### config.mk
export PLATFORM = sky130hd
export DESIGN_NAME = mail_byte_class_profiler
export DESIGN_NICKNAME = d
export VERILOG_FILES = /design/src/rtl/mbcp_pkg.sv /design/src/rtl/mail_byte_class_profiler.sv /design/src/rtl/mbcp_queue.sv /design/src/rtl/mbcp_front.sv /design/src/rtl/mbcp_back.sv
export SDC_FILE = /design/constraint.sdc
export NUM_CORES = 2
export LEC_CHECK = 0
export BUFFER_PORTS_ARGS = -buffer_cell sky130_fd_sc_hd__buf_2
export CORE_MARGIN = 1.5
export CORE_UTILIZATION = 45
export CTS_CLUSTER_SIZE = 30
export DETAILED_ROUTE_END_ITERATION = 16
export MAX_ROUTING_LAYER = met4
export PLACE_DENSITY = 0.62
export REMOVE_ABC_BUFFERS = 1
export SLEW_MARGIN = 25
export SYNTH_ARGS = -nofsm -noshare
export SYNTH_HDL_FRONTEND = slang
export SYNTH_SLANG_ARGS = --single-unit
### constraint.sdc
create_clock -name clk -period 29.1 [get_ports clk]
set_input_delay 5.82 -clock clk [delete_from_list [all_inputs] [get_ports clk]]
set_output_delay 5.82 -clock clk [all_outputs]
set_load 0.05 [all_outputs]
### src/rtl/mbcp_pkg.sv
// Shared types, codes and defaults for the mail byte class profiler.
package mbcp_pkg;

    localparam int COUNT_WIDTH_DEF = 32;
    localparam int MID_DEPTH_DEF   = 4;
    localparam int OUT_DEPTH_DEF   = 4;

    localparam logic [15:0] LINE_LIMIT_RST = 16'd988;
    // divisor 5 stands for a control ratio limit of 0.2
    localparam logic [7:0]  CTL_DIV_RST    = 8'd5;

    localparam int PADDR_W     = 3;
    localparam int REG_SEL_BIT = 2;

    typedef enum logic {
        REG_LINE_LIMIT = 1'b0,
        REG_CTL_DIV    = 1'b1
    } reg_sel_t;

    typedef enum logic [2:0] {
        CLS_NUL   = 3'd0,
        CLS_CR    = 3'd1,
        CLS_LF    = 3'd2,
        CLS_PRINT = 3'd3,
        CLS_CTL   = 3'd4,
        CLS_HIGH  = 3'd5
    } byte_class_t;

    typedef enum logic [2:0] {
        DC_BINARY        = 3'd0,
        DC_EIGHTBIT_DATA = 3'd1,
        DC_EIGHTBIT_TEXT = 3'd2,
        DC_SEVENBIT_DATA = 3'd3,
        DC_SEVENBIT_TEXT = 3'd4
    } data_class_t;

    typedef struct packed {
        byte_class_t cls;
        logic        last;
    } item_t;

    typedef struct packed {
        data_class_t data_class;
        logic [31:0] total_bytes;
        logic [31:0] nul_bytes;
        logic [31:0] control_bytes;
        logic [31:0] printable_bytes;
        logic [31:0] high_bit_bytes;
        logic [31:0] cr_bytes;
        logic [31:0] lf_bytes;
        logic [31:0] crlf_pairs;
        logic [31:0] shortest_line;
        logic [31:0] longest_line;
    } result_t;

endpackage

### src/rtl/mail_byte_class_profiler.sv
// Top level of the mail byte class profiler: config registers and block wiring.
//
// Bytes of a buffer enter through push/full, one item per cycle; an item is
// taken at a rising edge with push high and full low. last_byte marks the
// final byte of a buffer and produces one result: the data class and all
// counts. Results leave through empty/pop; the oldest result is on the ports
// while empty is low and is taken at an edge with pop high.
// Throughput: one byte per cycle while full is low, and a result may follow
// every cycle (even one-byte buffers) while pop keeps the output queue from
// filling; the counters update once per byte taken. A result becomes visible
// after byte queue, counter snapshot, control-ratio multiply and result queue.
// If the result side stalls, up to four results wait in the output queue;
// once it fills, the byte queue stops draining; full rises with four bytes held.
// Reset clears all counters and queues and loads line_limit = 988 and
// ctl_ratio_divisor = 5. Write the registers over APB only while idle.
module mail_byte_class_profiler #(
    parameter int COUNT_WIDTH = mbcp_pkg::COUNT_WIDTH_DEF,
    parameter int MID_DEPTH   = mbcp_pkg::MID_DEPTH_DEF,
    parameter int OUT_DEPTH   = mbcp_pkg::OUT_DEPTH_DEF
) (
    input  logic                         clk,
    input  logic                         rst_n,
    input  logic                         psel,
    input  logic                         penable,
    input  logic                         pwrite,
    input  logic [mbcp_pkg::PADDR_W-1:0] paddr,
    input  logic [31:0]                  pwdata,
    output logic [31:0]                  prdata,
    output logic                         pready,
    input  logic                         push,
    output logic                         full,
    input  logic [7:0]                   data_byte,
    input  logic                         last_byte,
    output logic                         empty,
    input  logic                         pop,
    output logic [2:0]                   data_class,
    output logic [31:0]                  total_bytes,
    output logic [31:0]                  nul_bytes,
    output logic [31:0]                  control_bytes,
    output logic [31:0]                  printable_bytes,
    output logic [31:0]                  high_bit_bytes,
    output logic [31:0]                  cr_bytes,
    output logic [31:0]                  lf_bytes,
    output logic [31:0]                  crlf_pairs,
    output logic [31:0]                  shortest_line,
    output logic [31:0]                  longest_line
);

    logic [15:0] line_limit_reg;
    logic [7:0]  ctl_div_reg;
    logic        cfg_wr;
    mbcp_pkg::reg_sel_t reg_sel;

    mbcp_pkg::item_t   front_item;
    logic              front_push;
    mbcp_pkg::item_t   mid_item;
    logic              mid_empty;
    logic              mid_pop;
    mbcp_pkg::result_t res_in;
    mbcp_pkg::result_t res_out;
    logic              res_push;
    logic              res_full;
    logic [$clog2(OUT_DEPTH+1)-1:0] res_level;

    assign pready  = 1'b1;
    assign cfg_wr  = psel && penable && pwrite && pready;
    assign reg_sel = mbcp_pkg::reg_sel_t'(paddr[mbcp_pkg::REG_SEL_BIT]);

    always_ff @(posedge clk or negedge rst_n)
    begin
        if (!rst_n)
        begin
            line_limit_reg <= mbcp_pkg::LINE_LIMIT_RST;
            ctl_div_reg    <= mbcp_pkg::CTL_DIV_RST;
        end
        else if (cfg_wr)
        begin
            case (reg_sel)
                mbcp_pkg::REG_LINE_LIMIT: line_limit_reg <= pwdata[15:0];
                mbcp_pkg::REG_CTL_DIV:    ctl_div_reg    <= pwdata[7:0];
                default:                  line_limit_reg <= line_limit_reg;
            endcase
        end
    end

    always_comb
    begin
        case (reg_sel)
            mbcp_pkg::REG_LINE_LIMIT: prdata = 32'(line_limit_reg);
            mbcp_pkg::REG_CTL_DIV:    prdata = 32'(ctl_div_reg);
            default:                  prdata = '0;
        endcase
    end

    mbcp_front u_front (
        .data_byte_valid (push),
        .data_byte       (data_byte),
        .last_byte       (last_byte),
        .item_push       (front_push),
        .item            (front_item)
    );

    mbcp_queue #(
        .elem_t (mbcp_pkg::item_t),
        .DEPTH  (MID_DEPTH)
    ) u_mid_queue (
        .clk     (clk),
        .rst_n   (rst_n),
        .push    (front_push),
        .wr_item (front_item),
        .full    (full),
        .pop     (mid_pop),
        .rd_item (mid_item),
        .empty   (mid_empty),
        .level   ()
    );

    mbcp_back #(
        .COUNT_WIDTH (COUNT_WIDTH),
        .OUT_DEPTH   (OUT_DEPTH)
    ) u_back (
        .clk        (clk),
        .rst_n      (rst_n),
        .mid_item   (mid_item),
        .mid_empty  (mid_empty),
        .mid_pop    (mid_pop),
        .line_limit (line_limit_reg),
        .ctl_div    (ctl_div_reg),
        .out_level  (res_level),
        .out_push   (res_push),
        .out_item   (res_in)
    );

    mbcp_queue #(
        .elem_t (mbcp_pkg::result_t),
        .DEPTH  (OUT_DEPTH)
    ) u_out_queue (
        .clk     (clk),
        .rst_n   (rst_n),
        .push    (res_push),
        .wr_item (res_in),
        .full    (res_full),
        .pop     (pop),
        .rd_item (res_out),
        .empty   (empty),
        .level   (res_level)
    );

    assign data_class      = res_out.data_class;
    assign total_bytes     = res_out.total_bytes;
    assign nul_bytes       = res_out.nul_bytes;
    assign control_bytes   = res_out.control_bytes;
    assign printable_bytes = res_out.printable_bytes;
    assign high_bit_bytes  = res_out.high_bit_bytes;
    assign cr_bytes        = res_out.cr_bytes;
    assign lf_bytes        = res_out.lf_bytes;
    assign crlf_pairs      = res_out.crlf_pairs;
    assign shortest_line   = res_out.shortest_line;
    assign longest_line    = res_out.longest_line;

    a_res_space: assert property (@(posedge clk) disable iff (!rst_n)
        res_push |-> !res_full)
        else $error("result pushed while output queue full");

    a_cfg_hold: assert property (@(posedge clk) disable iff (!rst_n)
        !cfg_wr |=> ($stable(line_limit_reg) && $stable(ctl_div_reg)))
        else $error("config register changed without a write");

    a_res_order: assert property (@(posedge clk) disable iff (!rst_n)
        (mid_pop && mid_item.last) |=> !res_full)
        else $error("result accepted without a reserved slot");

endmodule

### src/rtl/mbcp_queue.sv
// Small register-based FIFO used between the front, the back and the result port.
module mbcp_queue #(
    parameter type elem_t = logic,
    parameter int  DEPTH  = 4
) (
    input  logic                         clk,
    input  logic                         rst_n,
    input  logic                         push,
    input  elem_t                        wr_item,
    output logic                         full,
    input  logic                         pop,
    output elem_t                        rd_item,
    output logic                         empty,
    output logic [$clog2(DEPTH+1)-1:0]   level
);

    localparam int PW = (DEPTH > 1) ? $clog2(DEPTH) : 1;
    localparam int LW = $clog2(DEPTH + 1);

    elem_t slot_reg [DEPTH];

    logic [PW-1:0] wr_ptr_reg, wr_ptr_next;
    logic [PW-1:0] rd_ptr_reg, rd_ptr_next;
    logic [LW-1:0] count_reg, count_next;
    logic          do_push;
    logic          do_pop;

    function automatic logic [PW-1:0] ptr_inc(input logic [PW-1:0] p);
        logic [PW-1:0] r;
        if (p == PW'(DEPTH - 1))
        begin
            r = '0;
        end
        else
        begin
            r = p + PW'(1);
        end
        return r;
    endfunction

    assign full    = (count_reg == LW'(DEPTH));
    assign empty   = (count_reg == '0);
    assign level   = count_reg;
    assign do_push = push && !full;
    assign do_pop  = pop && !empty;
    assign rd_item = slot_reg[rd_ptr_reg];

    always_comb
    begin
        wr_ptr_next = do_push ? ptr_inc(wr_ptr_reg) : wr_ptr_reg;
        rd_ptr_next = do_pop ? ptr_inc(rd_ptr_reg) : rd_ptr_reg;
        case ({do_push, do_pop})
            2'b10:   count_next = count_reg + LW'(1);
            2'b01:   count_next = count_reg - LW'(1);
            default: count_next = count_reg;
        endcase
    end

    always_ff @(posedge clk or negedge rst_n)
    begin
        if (!rst_n)
        begin
            wr_ptr_reg <= '0;
            rd_ptr_reg <= '0;
            count_reg  <= '0;
        end
        else
        begin
            wr_ptr_reg <= wr_ptr_next;
            rd_ptr_reg <= rd_ptr_next;
            count_reg  <= count_next;
        end
    end

    always_ff @(posedge clk)
    begin
        if (do_push)
        begin
            slot_reg[wr_ptr_reg] <= wr_item;
        end
    end

endmodule

### src/rtl/mbcp_front.sv
// Front end: sorts each incoming byte into its class.
module mbcp_front (
    input  logic            data_byte_valid,
    input  logic [7:0]      data_byte,
    input  logic            last_byte,
    output logic            item_push,
    output mbcp_pkg::item_t item
);

    assign item_push = data_byte_valid;

    always_comb
    begin
        item.last = last_byte;
        // first match wins, so LF and CR are taken out before the control range
        case (data_byte) inside
            8'h00:                item.cls = mbcp_pkg::CLS_NUL;
            8'h0a:                item.cls = mbcp_pkg::CLS_LF;
            8'h0d:                item.cls = mbcp_pkg::CLS_CR;
            8'h09, [8'h20:8'h7e]: item.cls = mbcp_pkg::CLS_PRINT;
            [8'h01:8'h1f], 8'h7f: item.cls = mbcp_pkg::CLS_CTL;
            default:              item.cls = mbcp_pkg::CLS_HIGH;
        endcase
    end

endmodule

### src/rtl/mbcp_back.sv
// Back end: per-buffer counters, line tracking and the class decision pipeline.
module mbcp_back #(
    parameter int COUNT_WIDTH = mbcp_pkg::COUNT_WIDTH_DEF,
    parameter int OUT_DEPTH   = mbcp_pkg::OUT_DEPTH_DEF
) (
    input  logic                           clk,
    input  logic                           rst_n,
    input  mbcp_pkg::item_t                mid_item,
    input  logic                           mid_empty,
    output logic                           mid_pop,
    input  logic [15:0]                    line_limit,
    input  logic [7:0]                     ctl_div,
    input  logic [$clog2(OUT_DEPTH+1)-1:0] out_level,
    output logic                           out_push,
    output mbcp_pkg::result_t              out_item
);

    localparam int CW   = COUNT_WIDTH;
    localparam int PRW  = CW + 8;
    localparam int CMPW = (CW > 16) ? CW : 16;
    localparam int LW   = $clog2(OUT_DEPTH + 1);

    function automatic logic [CW-1:0] bump(input logic [CW-1:0] v, input logic en);
        logic [CW-1:0] r;
        r = v;
        if (en && !(&v))
        begin
            r = v + CW'(1);
        end
        return r;
    endfunction

    // running state
    logic          prev_cr_reg, prev_cr_next;
    logic [CW-1:0] line_len_reg, line_len_next;
    logic [CW-1:0] byte_reg, byte_next;
    logic [CW-1:0] nul_reg, nul_next;
    logic [CW-1:0] ctl_reg, ctl_next;
    logic [CW-1:0] print_reg, print_next;
    logic [CW-1:0] high_reg, high_next;
    logic [CW-1:0] cr_reg, cr_next;
    logic [CW-1:0] lf_reg, lf_next;
    logic [CW-1:0] crlf_reg, crlf_next;
    logic [CW-1:0] min_line_reg, min_line_next;
    logic [CW-1:0] max_line_reg, max_line_next;

    // snapshot stage
    logic          a_valid_reg;
    logic [CW-1:0] a_byte_reg, a_nul_reg, a_ctl_reg, a_print_reg, a_high_reg;
    logic [CW-1:0] a_cr_reg, a_lf_reg, a_crlf_reg, a_min_reg, a_max_reg;

    // product stage
    logic           b_valid_reg;
    logic [CW-1:0]  b_byte_reg, b_nul_reg, b_ctl_reg, b_print_reg, b_high_reg;
    logic [CW-1:0]  b_cr_reg, b_lf_reg, b_crlf_reg, b_min_reg, b_max_reg;
    logic [PRW-1:0] b_prod_reg;
    logic           b_data_pre_reg;

    logic          is_lf, is_cr;
    logic [CW-1:0] len_adj;
    logic [LW:0]   pending;
    logic          snap;
    logic          data_flag;
    mbcp_pkg::data_class_t dclass;

    // reserve a result slot for everything already in flight
    assign pending = (LW+1)'(out_level) + (LW+1)'(a_valid_reg) + (LW+1)'(b_valid_reg);
    assign mid_pop = !mid_empty && (pending < (LW+1)'(OUT_DEPTH));
    assign snap    = mid_pop && mid_item.last;

    always_comb
    begin
        is_lf = (mid_item.cls == mbcp_pkg::CLS_LF);
        is_cr = (mid_item.cls == mbcp_pkg::CLS_CR);
        // a CR right before the LF is not part of the line
        len_adj = (prev_cr_reg && (line_len_reg != '0)) ? line_len_reg - CW'(1)
                                                        : line_len_reg;
        byte_next     = bump(byte_reg, 1'b1);
        nul_next      = bump(nul_reg, mid_item.cls == mbcp_pkg::CLS_NUL);
        ctl_next      = bump(ctl_reg, mid_item.cls == mbcp_pkg::CLS_CTL);
        print_next    = bump(print_reg, mid_item.cls == mbcp_pkg::CLS_PRINT);
        high_next     = bump(high_reg, mid_item.cls == mbcp_pkg::CLS_HIGH);
        cr_next       = bump(cr_reg, is_cr);
        lf_next       = bump(lf_reg, is_lf);
        crlf_next     = bump(crlf_reg, is_lf && prev_cr_reg);
        prev_cr_next  = is_cr;
        line_len_next = is_lf ? '0 : bump(line_len_reg, 1'b1);
        max_line_next = (is_lf && (len_adj > max_line_reg)) ? len_adj : max_line_reg;
        min_line_next = (is_lf && (len_adj < min_line_reg)) ? len_adj : min_line_reg;
    end

    always_ff @(posedge clk or negedge rst_n)
    begin
        if (!rst_n)
        begin
            prev_cr_reg  <= 1'b0;
            line_len_reg <= '0;
            byte_reg     <= '0;
            nul_reg      <= '0;
            ctl_reg      <= '0;
            print_reg    <= '0;
            high_reg     <= '0;
            cr_reg       <= '0;
            lf_reg       <= '0;
            crlf_reg     <= '0;
            min_line_reg <= '1;
            max_line_reg <= '0;
            a_valid_reg  <= 1'b0;
            b_valid_reg  <= 1'b0;
        end
        else
        begin
            a_valid_reg <= snap;
            b_valid_reg <= a_valid_reg;
            if (snap)
            begin
                prev_cr_reg  <= 1'b0;
                line_len_reg <= '0;
                byte_reg     <= '0;
                nul_reg      <= '0;
                ctl_reg      <= '0;
                print_reg    <= '0;
                high_reg     <= '0;
                cr_reg       <= '0;
                lf_reg       <= '0;
                crlf_reg     <= '0;
                min_line_reg <= '1;
                max_line_reg <= '0;
            end
            else if (mid_pop)
            begin
                prev_cr_reg  <= prev_cr_next;
                line_len_reg <= line_len_next;
                byte_reg     <= byte_next;
                nul_reg      <= nul_next;
                ctl_reg      <= ctl_next;
                print_reg    <= print_next;
                high_reg     <= high_next;
                cr_reg       <= cr_next;
                lf_reg       <= lf_next;
                crlf_reg     <= crlf_next;
                min_line_reg <= min_line_next;
                max_line_reg <= max_line_next;
            end
        end
    end

    always_ff @(posedge clk)
    begin
        if (snap)
        begin
            a_byte_reg  <= byte_next;
            a_nul_reg   <= nul_next;
            a_ctl_reg   <= ctl_next;
            a_print_reg <= print_next;
            a_high_reg  <= high_next;
            a_cr_reg    <= cr_next;
            a_lf_reg    <= lf_next;
            a_crlf_reg  <= crlf_next;
            a_min_reg   <= min_line_next;
            a_max_reg   <= max_line_next;
        end
        if (a_valid_reg)
        begin
            b_byte_reg     <= a_byte_reg;
            b_nul_reg      <= a_nul_reg;
            b_ctl_reg      <= a_ctl_reg;
            b_print_reg    <= a_print_reg;
            b_high_reg     <= a_high_reg;
            b_cr_reg       <= a_cr_reg;
            b_lf_reg       <= a_lf_reg;
            b_crlf_reg     <= a_crlf_reg;
            b_min_reg      <= a_min_reg;
            b_max_reg      <= a_max_reg;
            // ctl * div > total; a zero divisor never trips it
            b_prod_reg     <= PRW'(a_ctl_reg) * PRW'(ctl_div);
            b_data_pre_reg <= (CMPW'(a_max_reg) > CMPW'(line_limit)) ||
                              (a_cr_reg != a_crlf_reg);
        end
    end

    always_comb
    begin
        data_flag = b_data_pre_reg || (b_prod_reg > PRW'(b_byte_reg));
        if (b_nul_reg != '0)
        begin
            dclass = mbcp_pkg::DC_BINARY;
        end
        else if (b_high_reg != '0)
        begin
            dclass = data_flag ? mbcp_pkg::DC_EIGHTBIT_DATA : mbcp_pkg::DC_EIGHTBIT_TEXT;
        end
        else
        begin
            dclass = data_flag ? mbcp_pkg::DC_SEVENBIT_DATA : mbcp_pkg::DC_SEVENBIT_TEXT;
        end
    end

    assign out_push = b_valid_reg;

    always_comb
    begin
        out_item.data_class      = dclass;
        out_item.total_bytes     = 32'(b_byte_reg);
        out_item.nul_bytes       = 32'(b_nul_reg);
        out_item.control_bytes   = 32'(b_ctl_reg);
        out_item.printable_bytes = 32'(b_print_reg);
        out_item.high_bit_bytes  = 32'(b_high_reg);
        out_item.cr_bytes        = 32'(b_cr_reg);
        out_item.lf_bytes        = 32'(b_lf_reg);
        out_item.crlf_pairs      = 32'(b_crlf_reg);
        out_item.shortest_line   = 32'(b_min_reg);
        out_item.longest_line    = 32'(b_max_reg);
    end

    a_no_overflow: assert property (@(posedge clk) disable iff (!rst_n)
        b_valid_reg |-> (out_level < LW'(OUT_DEPTH)))
        else $error("result written into a full queue");

    a_clear_after_last: assert property (@(posedge clk) disable iff (!rst_n)
        snap |=> (byte_reg == '0 && max_line_reg == '0 && a_valid_reg))
        else $error("state not restarted after last byte");

    a_line_order: assert property (@(posedge clk) disable iff (!rst_n)
        (lf_reg != '0) |-> (min_line_reg <= max_line_reg))
        else $error("shortest line above longest line");

    a_crlf_bound: assert property (@(posedge clk) disable iff (!rst_n)
        (crlf_reg <= lf_reg) && (crlf_reg <= cr_reg))
        else $error("crlf count exceeds cr or lf count");

endmodule

=== After elaboration in Yosys (flattened, before gate mapping) ===
Memory sizes are Yosys's and may differ from the RTL's.
Cells that the tools add are included.

* Bits of input ports: 51
* Register bits after elaboration: 1074
* Word-level logic and storage cells: 213
* Memories kept: 2
* Output and inout bits: 358
* Bits in writable memories: 1308

* Multipliers: 1
* $add $sub $neg: 20
* Bitwise operators: 1
* Magnitude comparators: 9
* Eq/ne operators: 21
* Multiplexer cells: 57
* Reduce and logical (&&, ||, !) cells: 58

{| class="wikitable"
|+ Memory list
! name !! words !! width !! read ports !! clocked after Yosys merged registers in !! write ports !! line !! RTL
|-
| u_out_queue.slot_reg || 4 || 323 || 1 || 0 || 1 || mbcp_queue.sv:20 || <nowiki>elem_t slot_reg [DEPTH];</nowiki>
|-
| u_mid_queue.slot_reg || 4 || 4 || 1 || 0 || 1 || mbcp_queue.sv:20 ||
|}

{| class="wikitable"
|+ Operators with widths
! cell !! count
|-
| 32-bit two-way mux || 35
|-
| 32-bit by 1-bit adder with 32-bit output, second input constant || 9
|-
| 32-bit AND reduction || 9
|-
| 32-bit nonzero test || 3
|-
| 32-bit case mux with 2 select lines || 1
|-
| 40-bit by 32-bit > comparator with 1-bit output || 1
|-
| 32-bit by 8-bit multiplier with 40-bit output || 1
|-
| 32-bit by 16-bit > comparator with 1-bit output || 1
|-
| 32-bit > comparator || 1
|-
| 32-bit less-than comparator || 1
|-
| 32-bit != test || 1
|-
| 32-bit by 1-bit subtractor with 32-bit output, second input constant || 1
|-
| 8-bit by 4-bit == test with 1-bit output, second input constant || 3
|-
| 1-bit logical AND || 21
|-
| 3-bit two-way mux || 7
|-
| 2-bit == test, second input constant || 6
|-
| 3-bit == test, second input constant || 4
|-
| 3-bit case mux with 2 select lines || 2
|-
| 1-bit logical NOT || 11
|-
| 2-bit two-way mux || 5
|-
| 3-bit logical NOT || 3
|-
| 2-bit by 1-bit adder with 2-bit output, second input constant || 4
|-
| 8-bit by 7-bit == test with 1-bit output, second input constant || 1
|-
| 8-bit by 1-bit >= comparator with 1-bit output, second input constant || 1
|-
| other kinds (19) || 35
|}

=== Logic depth before layout (Yosys ltp) ===
* Word-level depth: 8
* Depth in mapped cells: 22

=== Cells and area by module ===
Synthesis repeated with hierarchy kept, for this count alone.

* Cells, all modules: 6635
* Area, all modules: 103782.0 um2

{| class="wikitable"
|+ Modules (own cells, without submodules)
! module !! cells an instance !! area an instance (um2) !! times used !! seq. area each (um2)
|-
| mbcp_back || 4739 || 54290.8 || 1 || 29373.2
|-
| mbcp_queue (u_out_queue) || 1727 || 47048.9 || 1 || 38972.4
|-
| mail_byte_class_profiler || 88 || 1258.7 || 1 || 611.8
|-
| mbcp_queue (u_mid_queue) || 61 || 1058.5 || 1 || 655.6
|-
| mbcp_front || 20 || 125.1 || 1 || 0.0
|}

=== Least setup slack after synthesis ===
No wires, ideal clock.

* Path type: register -> register
* Start: register u_back.a_valid_reg
* End: register u_back.a_valid_reg
* Stages on the path, launching flop included: 7
* Arrival: 19.781 ns
* Library setup time: 1.512 ns
* Data required time: 27.588 ns
* Clock period less this slack: 21.293 ns
* Path slack: 7.807 ns
* Buffers on the path: 3
* Path through: dfrtp_1 a21o_1 a211o_1 clkbuf_1 buf_1 clkbuf_1 nor2_1

* Longest elaborated chain between the ends: 5

{| class="wikitable"
|+ RTL lines
! element !! line !! RTL
|-
| start, declared || mbcp_back.sv:48 || <nowiki>logic a_valid_reg;</nowiki>
|-
| start signal, assigned || mbcp_back.sv:113 || <nowiki>a_valid_reg <= snap;</nowiki>
|-
| 3-bit by 1-bit adder with 4-bit output || mbcp_back.sv:67 || <nowiki>assign pending = (LW+1)'(out_level) + (LW+1)'(a_valid_reg) + (LW+1)'(b_valid_reg);</nowiki>
|-
| 4-bit by 1-bit adder with 4-bit output || mbcp_back.sv:67 ||
|-
| 4-bit by 3-bit less-than comparator with 1-bit output || mbcp_back.sv:68 || <nowiki>assign mid_pop = !mid_empty && (pending < (LW+1)'(OUT_DEPTH));</nowiki>
|-
| 1-bit logical AND || mbcp_back.sv:68 ||
|-
| 1-bit logical AND || mbcp_back.sv:69 || <nowiki>assign snap = mid_pop && mid_item.last;</nowiki>
|-
| net u_back.snap || mbcp_back.sv:62 || <nowiki>logic snap;</nowiki>
|}

The timed path passes the listed nets, and every way through them passes these cells.
A chain may end at the register's enable or synchronous reset.

=== Worst setup path in the final report ===
* Start: input paddr[2] (netlist bit)
* End: output prdata[0]

* Longest elaborated chain between the ends: 2

{| class="wikitable"
|+ RTL lines
! element !! line !! RTL
|-
| start, declared || mail_byte_class_profiler.sv:26 || <nowiki>input logic [mbcp_pkg::PADDR_W-1:0] paddr,</nowiki>
|-
| 1-bit inverter (no source line) || - ||
|-
| 32-bit case mux with 2 select lines * || mail_byte_class_profiler.sv:88 || <nowiki>case (reg_sel)</nowiki>
|-
| end, declared || mail_byte_class_profiler.sv:28 || <nowiki>output logic [31:0] prdata,</nowiki>
|}

Mark *: on every way between the ends. The rest lies on a longest branch, timed or not. The select of a mux whose other input is x is not followed.

==> results.txt <==
Status: finished clean
Clock slew at reported path FFs: 60 ps
Global Route Usage Sum: 0.202
Peak supply drop: 104 µV
Final Cycle Share: 0.439
Final WS setup: 16320 ps
DR iter-0 viols: 4598
Synth Flop Type: edfxtp_1
Via count: 56200
Pre-CTS setup slack: 16300 ps
Routed wire length: 227 mm
Max-Cap Viols: 0
Pwr/cell area: 114 mW/mm²
Achievable Freq: 0.0783 GHz
Die height: 481 µm
Clock tree buffer depth: 3
Met2 Resource Use GR: 0.319
Layout area overhead: 12.8%
Most common cell after layout, fill and taps aside: edfxtp_1
Worst reg2reg path startpoint: u_back.line_len_reg[23]
Slew Limit Fails: 0
Drt wl/cell: 22.2 µm
Setup CP Type: in2out
Layout cells sized above 1: 0.177
CP Data Required Time: 23280 ps
FF+latch count, synth: 2382
Setup_tns: 0 ps
Hold depth: 0
Post-cts gate resize count: 0
Post-CTS Setup Bufs: 0
I/O pin total: 409
Least-Margin Pin Slew: 1080 ps
Chip width: 481 µm
Final hold vios: 0
Hold Buf Count CTS: 0
Initial core utilization: 0.452
Placer congestion estimate: 0.833
RSZ-0062 raised after global routing: no
Row count: 175
CTS Buf Count: 238
Skew final: 66.3 ps
Reg-to-Reg End: u_back.min_line_reg[15]
CTS tree: done
Clk root buf: clkbuf_16
Core area: 0.227 mm²
DR vias/cell: 5.50
LEAKAGE: 42.6 nW
Minimum hold slack: 386 ps
Port Buffers: 373
FF-to-FF setup slack: 22010 ps
Max reg flops: 1292
M1 GR Usage: 0.278
Post-DP HPWL: 145 mm
Layout Nets: 7422
Overflow after GRT: 0
# fillers: 18700
Hold path startpoint: u_back.a_byte_reg[24]
WP data arrival: 6960 ps
Worst R2R Path Depth: 20
Sequential area share after synthesis: 0.677
Max FO, Critical Path: 25
GR Util met3: 0.0249
Worst Hold Class: reg2reg
Post-DRT Antenna Nets: 0
Setup violators final: 0
Min Clock Period, post-route: 12780 ps
Initial antenna violation count: 9
Iteration count of the initial detailed-routing pass: 6
Post-synth EDFFs: 1989
Sinks on Clock Net: 2382
Die area: 0.231 mm²
Largest net degree at the start of global routing: 140
Clk_lat worst skew: 900 ps
DR DRC count: 0
Most frequent cells in the layout: edfxtp_1 (1989), nand2_1 (526), o21ai_0 (410)
H-tree level count: 4
Syn Area/Cell: 15.6 µm²
Synthesis Warnings: 0
Number of global-route vias before repair: 56500
Crit path launch type: input pin
Slew Limit Headroom: 0.281
Most Crowded Layer GR: met2
Post-synth cell types: 84
Crit. End Element: primary output
FFs w/ async S/R, synth: 0.165
First-pass GRT wire length: 346 mm
Synth Instances: 6592
Cell area after synthesis: 0.103 mm²
Hold endpoint: u_back.b_byte_reg[24]
==> how the worst max path moves through the flow <==
stage	start	depth (start not counted)	end
final	paddr[2]	3	prdata[0]
after global routing	paddr[2]	3	prdata[0]
after detailed placement	paddr[2]	3	prdata[0]
after CTS	paddr[2]	3	prdata[0]
after global placement	paddr[2]	3	prdata[0]
after floorplan	u_back.a_valid_reg	3	u_back.a_valid_reg
==> per-stage QoR <==
stage                     utilization  std cells  cell area, µm²  total power, W
final                           0.510      10200          116000          0.0132
after global routing            0.510      10200          116000          0.0139
after CTS                       0.510      10200          116000          0.0134
after detailed placement        0.475       9760          108000          0.0103
after global placement          0.475       9759          108000          0.0102
after floorplan                     -       6293          102000         0.00919
==> worst max-delay path, stage by stage <==
cell	delay [ps]
buf_2	480
mux2_2	420
buf_2	220
==> Yosys cell counts (166+ instances only) <==
library cell  instances  area, µm²
fa_1                182       3640
nand2_1             527       1980
edfxtp_1           1989      59700
dfrtp_1             352       8810
mux4_2              326       7340
o21ai_0             410       2050
xnor2_1             215       1880
nor2_1              166        623
and2_1              241       1510
inv_1               364       1370
ha_1                196       2450
clkbuf_1            213        800
==> cell families (layout without fill, tap and decap cells) <==
kind of cell               Yosys count  after routing  synth area share
DFF                               2382           2382             0.677
buffers and inverters              679           1278            0.0260
other                                2             20         0.0000731
muxes                              378            378            0.0771
AOI/OAI and AO/OA                  937            937            0.0564
xor gates and xnor gates           366            366            0.0314
adders and majority gates          378            378            0.0593
and+or+nand+nor                   1470           1470            0.0724
==> routing by layer <==
metal / vias up / part of all wire
met5: - / 0
li1: 25500 / -
met2: 1386 / 0.49
met1: 29000 / 0.45
met4: 0 / 0.023
met3: 304 / 0.044
==> layout make-up <==
cell class / instances / area [µm²] / share of cell area
multi-input combinational: 3546 / 30600 / 0.264
timing repair buffer: 460 / 2640 / 0.0227
clock buffer: 312 / 6400 / 0.0552
tap: 3009 / 3760 / 0.0325
sequential: 2382 / 69600 / 0.600
antenna: 3 / 7.51 / 0.0000647
clock inverter: 141 / 1530 / 0.0132
inverter: 365 / 1370 / 0.0118
==> report_power, final <==
| group | switching, W | internal [W] |
|---|---|---|
| Sequential | 0.000377 | 0.00464 |
| Combinational | 0.00346 | 0.00163 |
| Clock | 0.00131 | 0.00175 |
| Total | 0.00515 | 0.00801 |
Power figures use the tool's default switching activity.
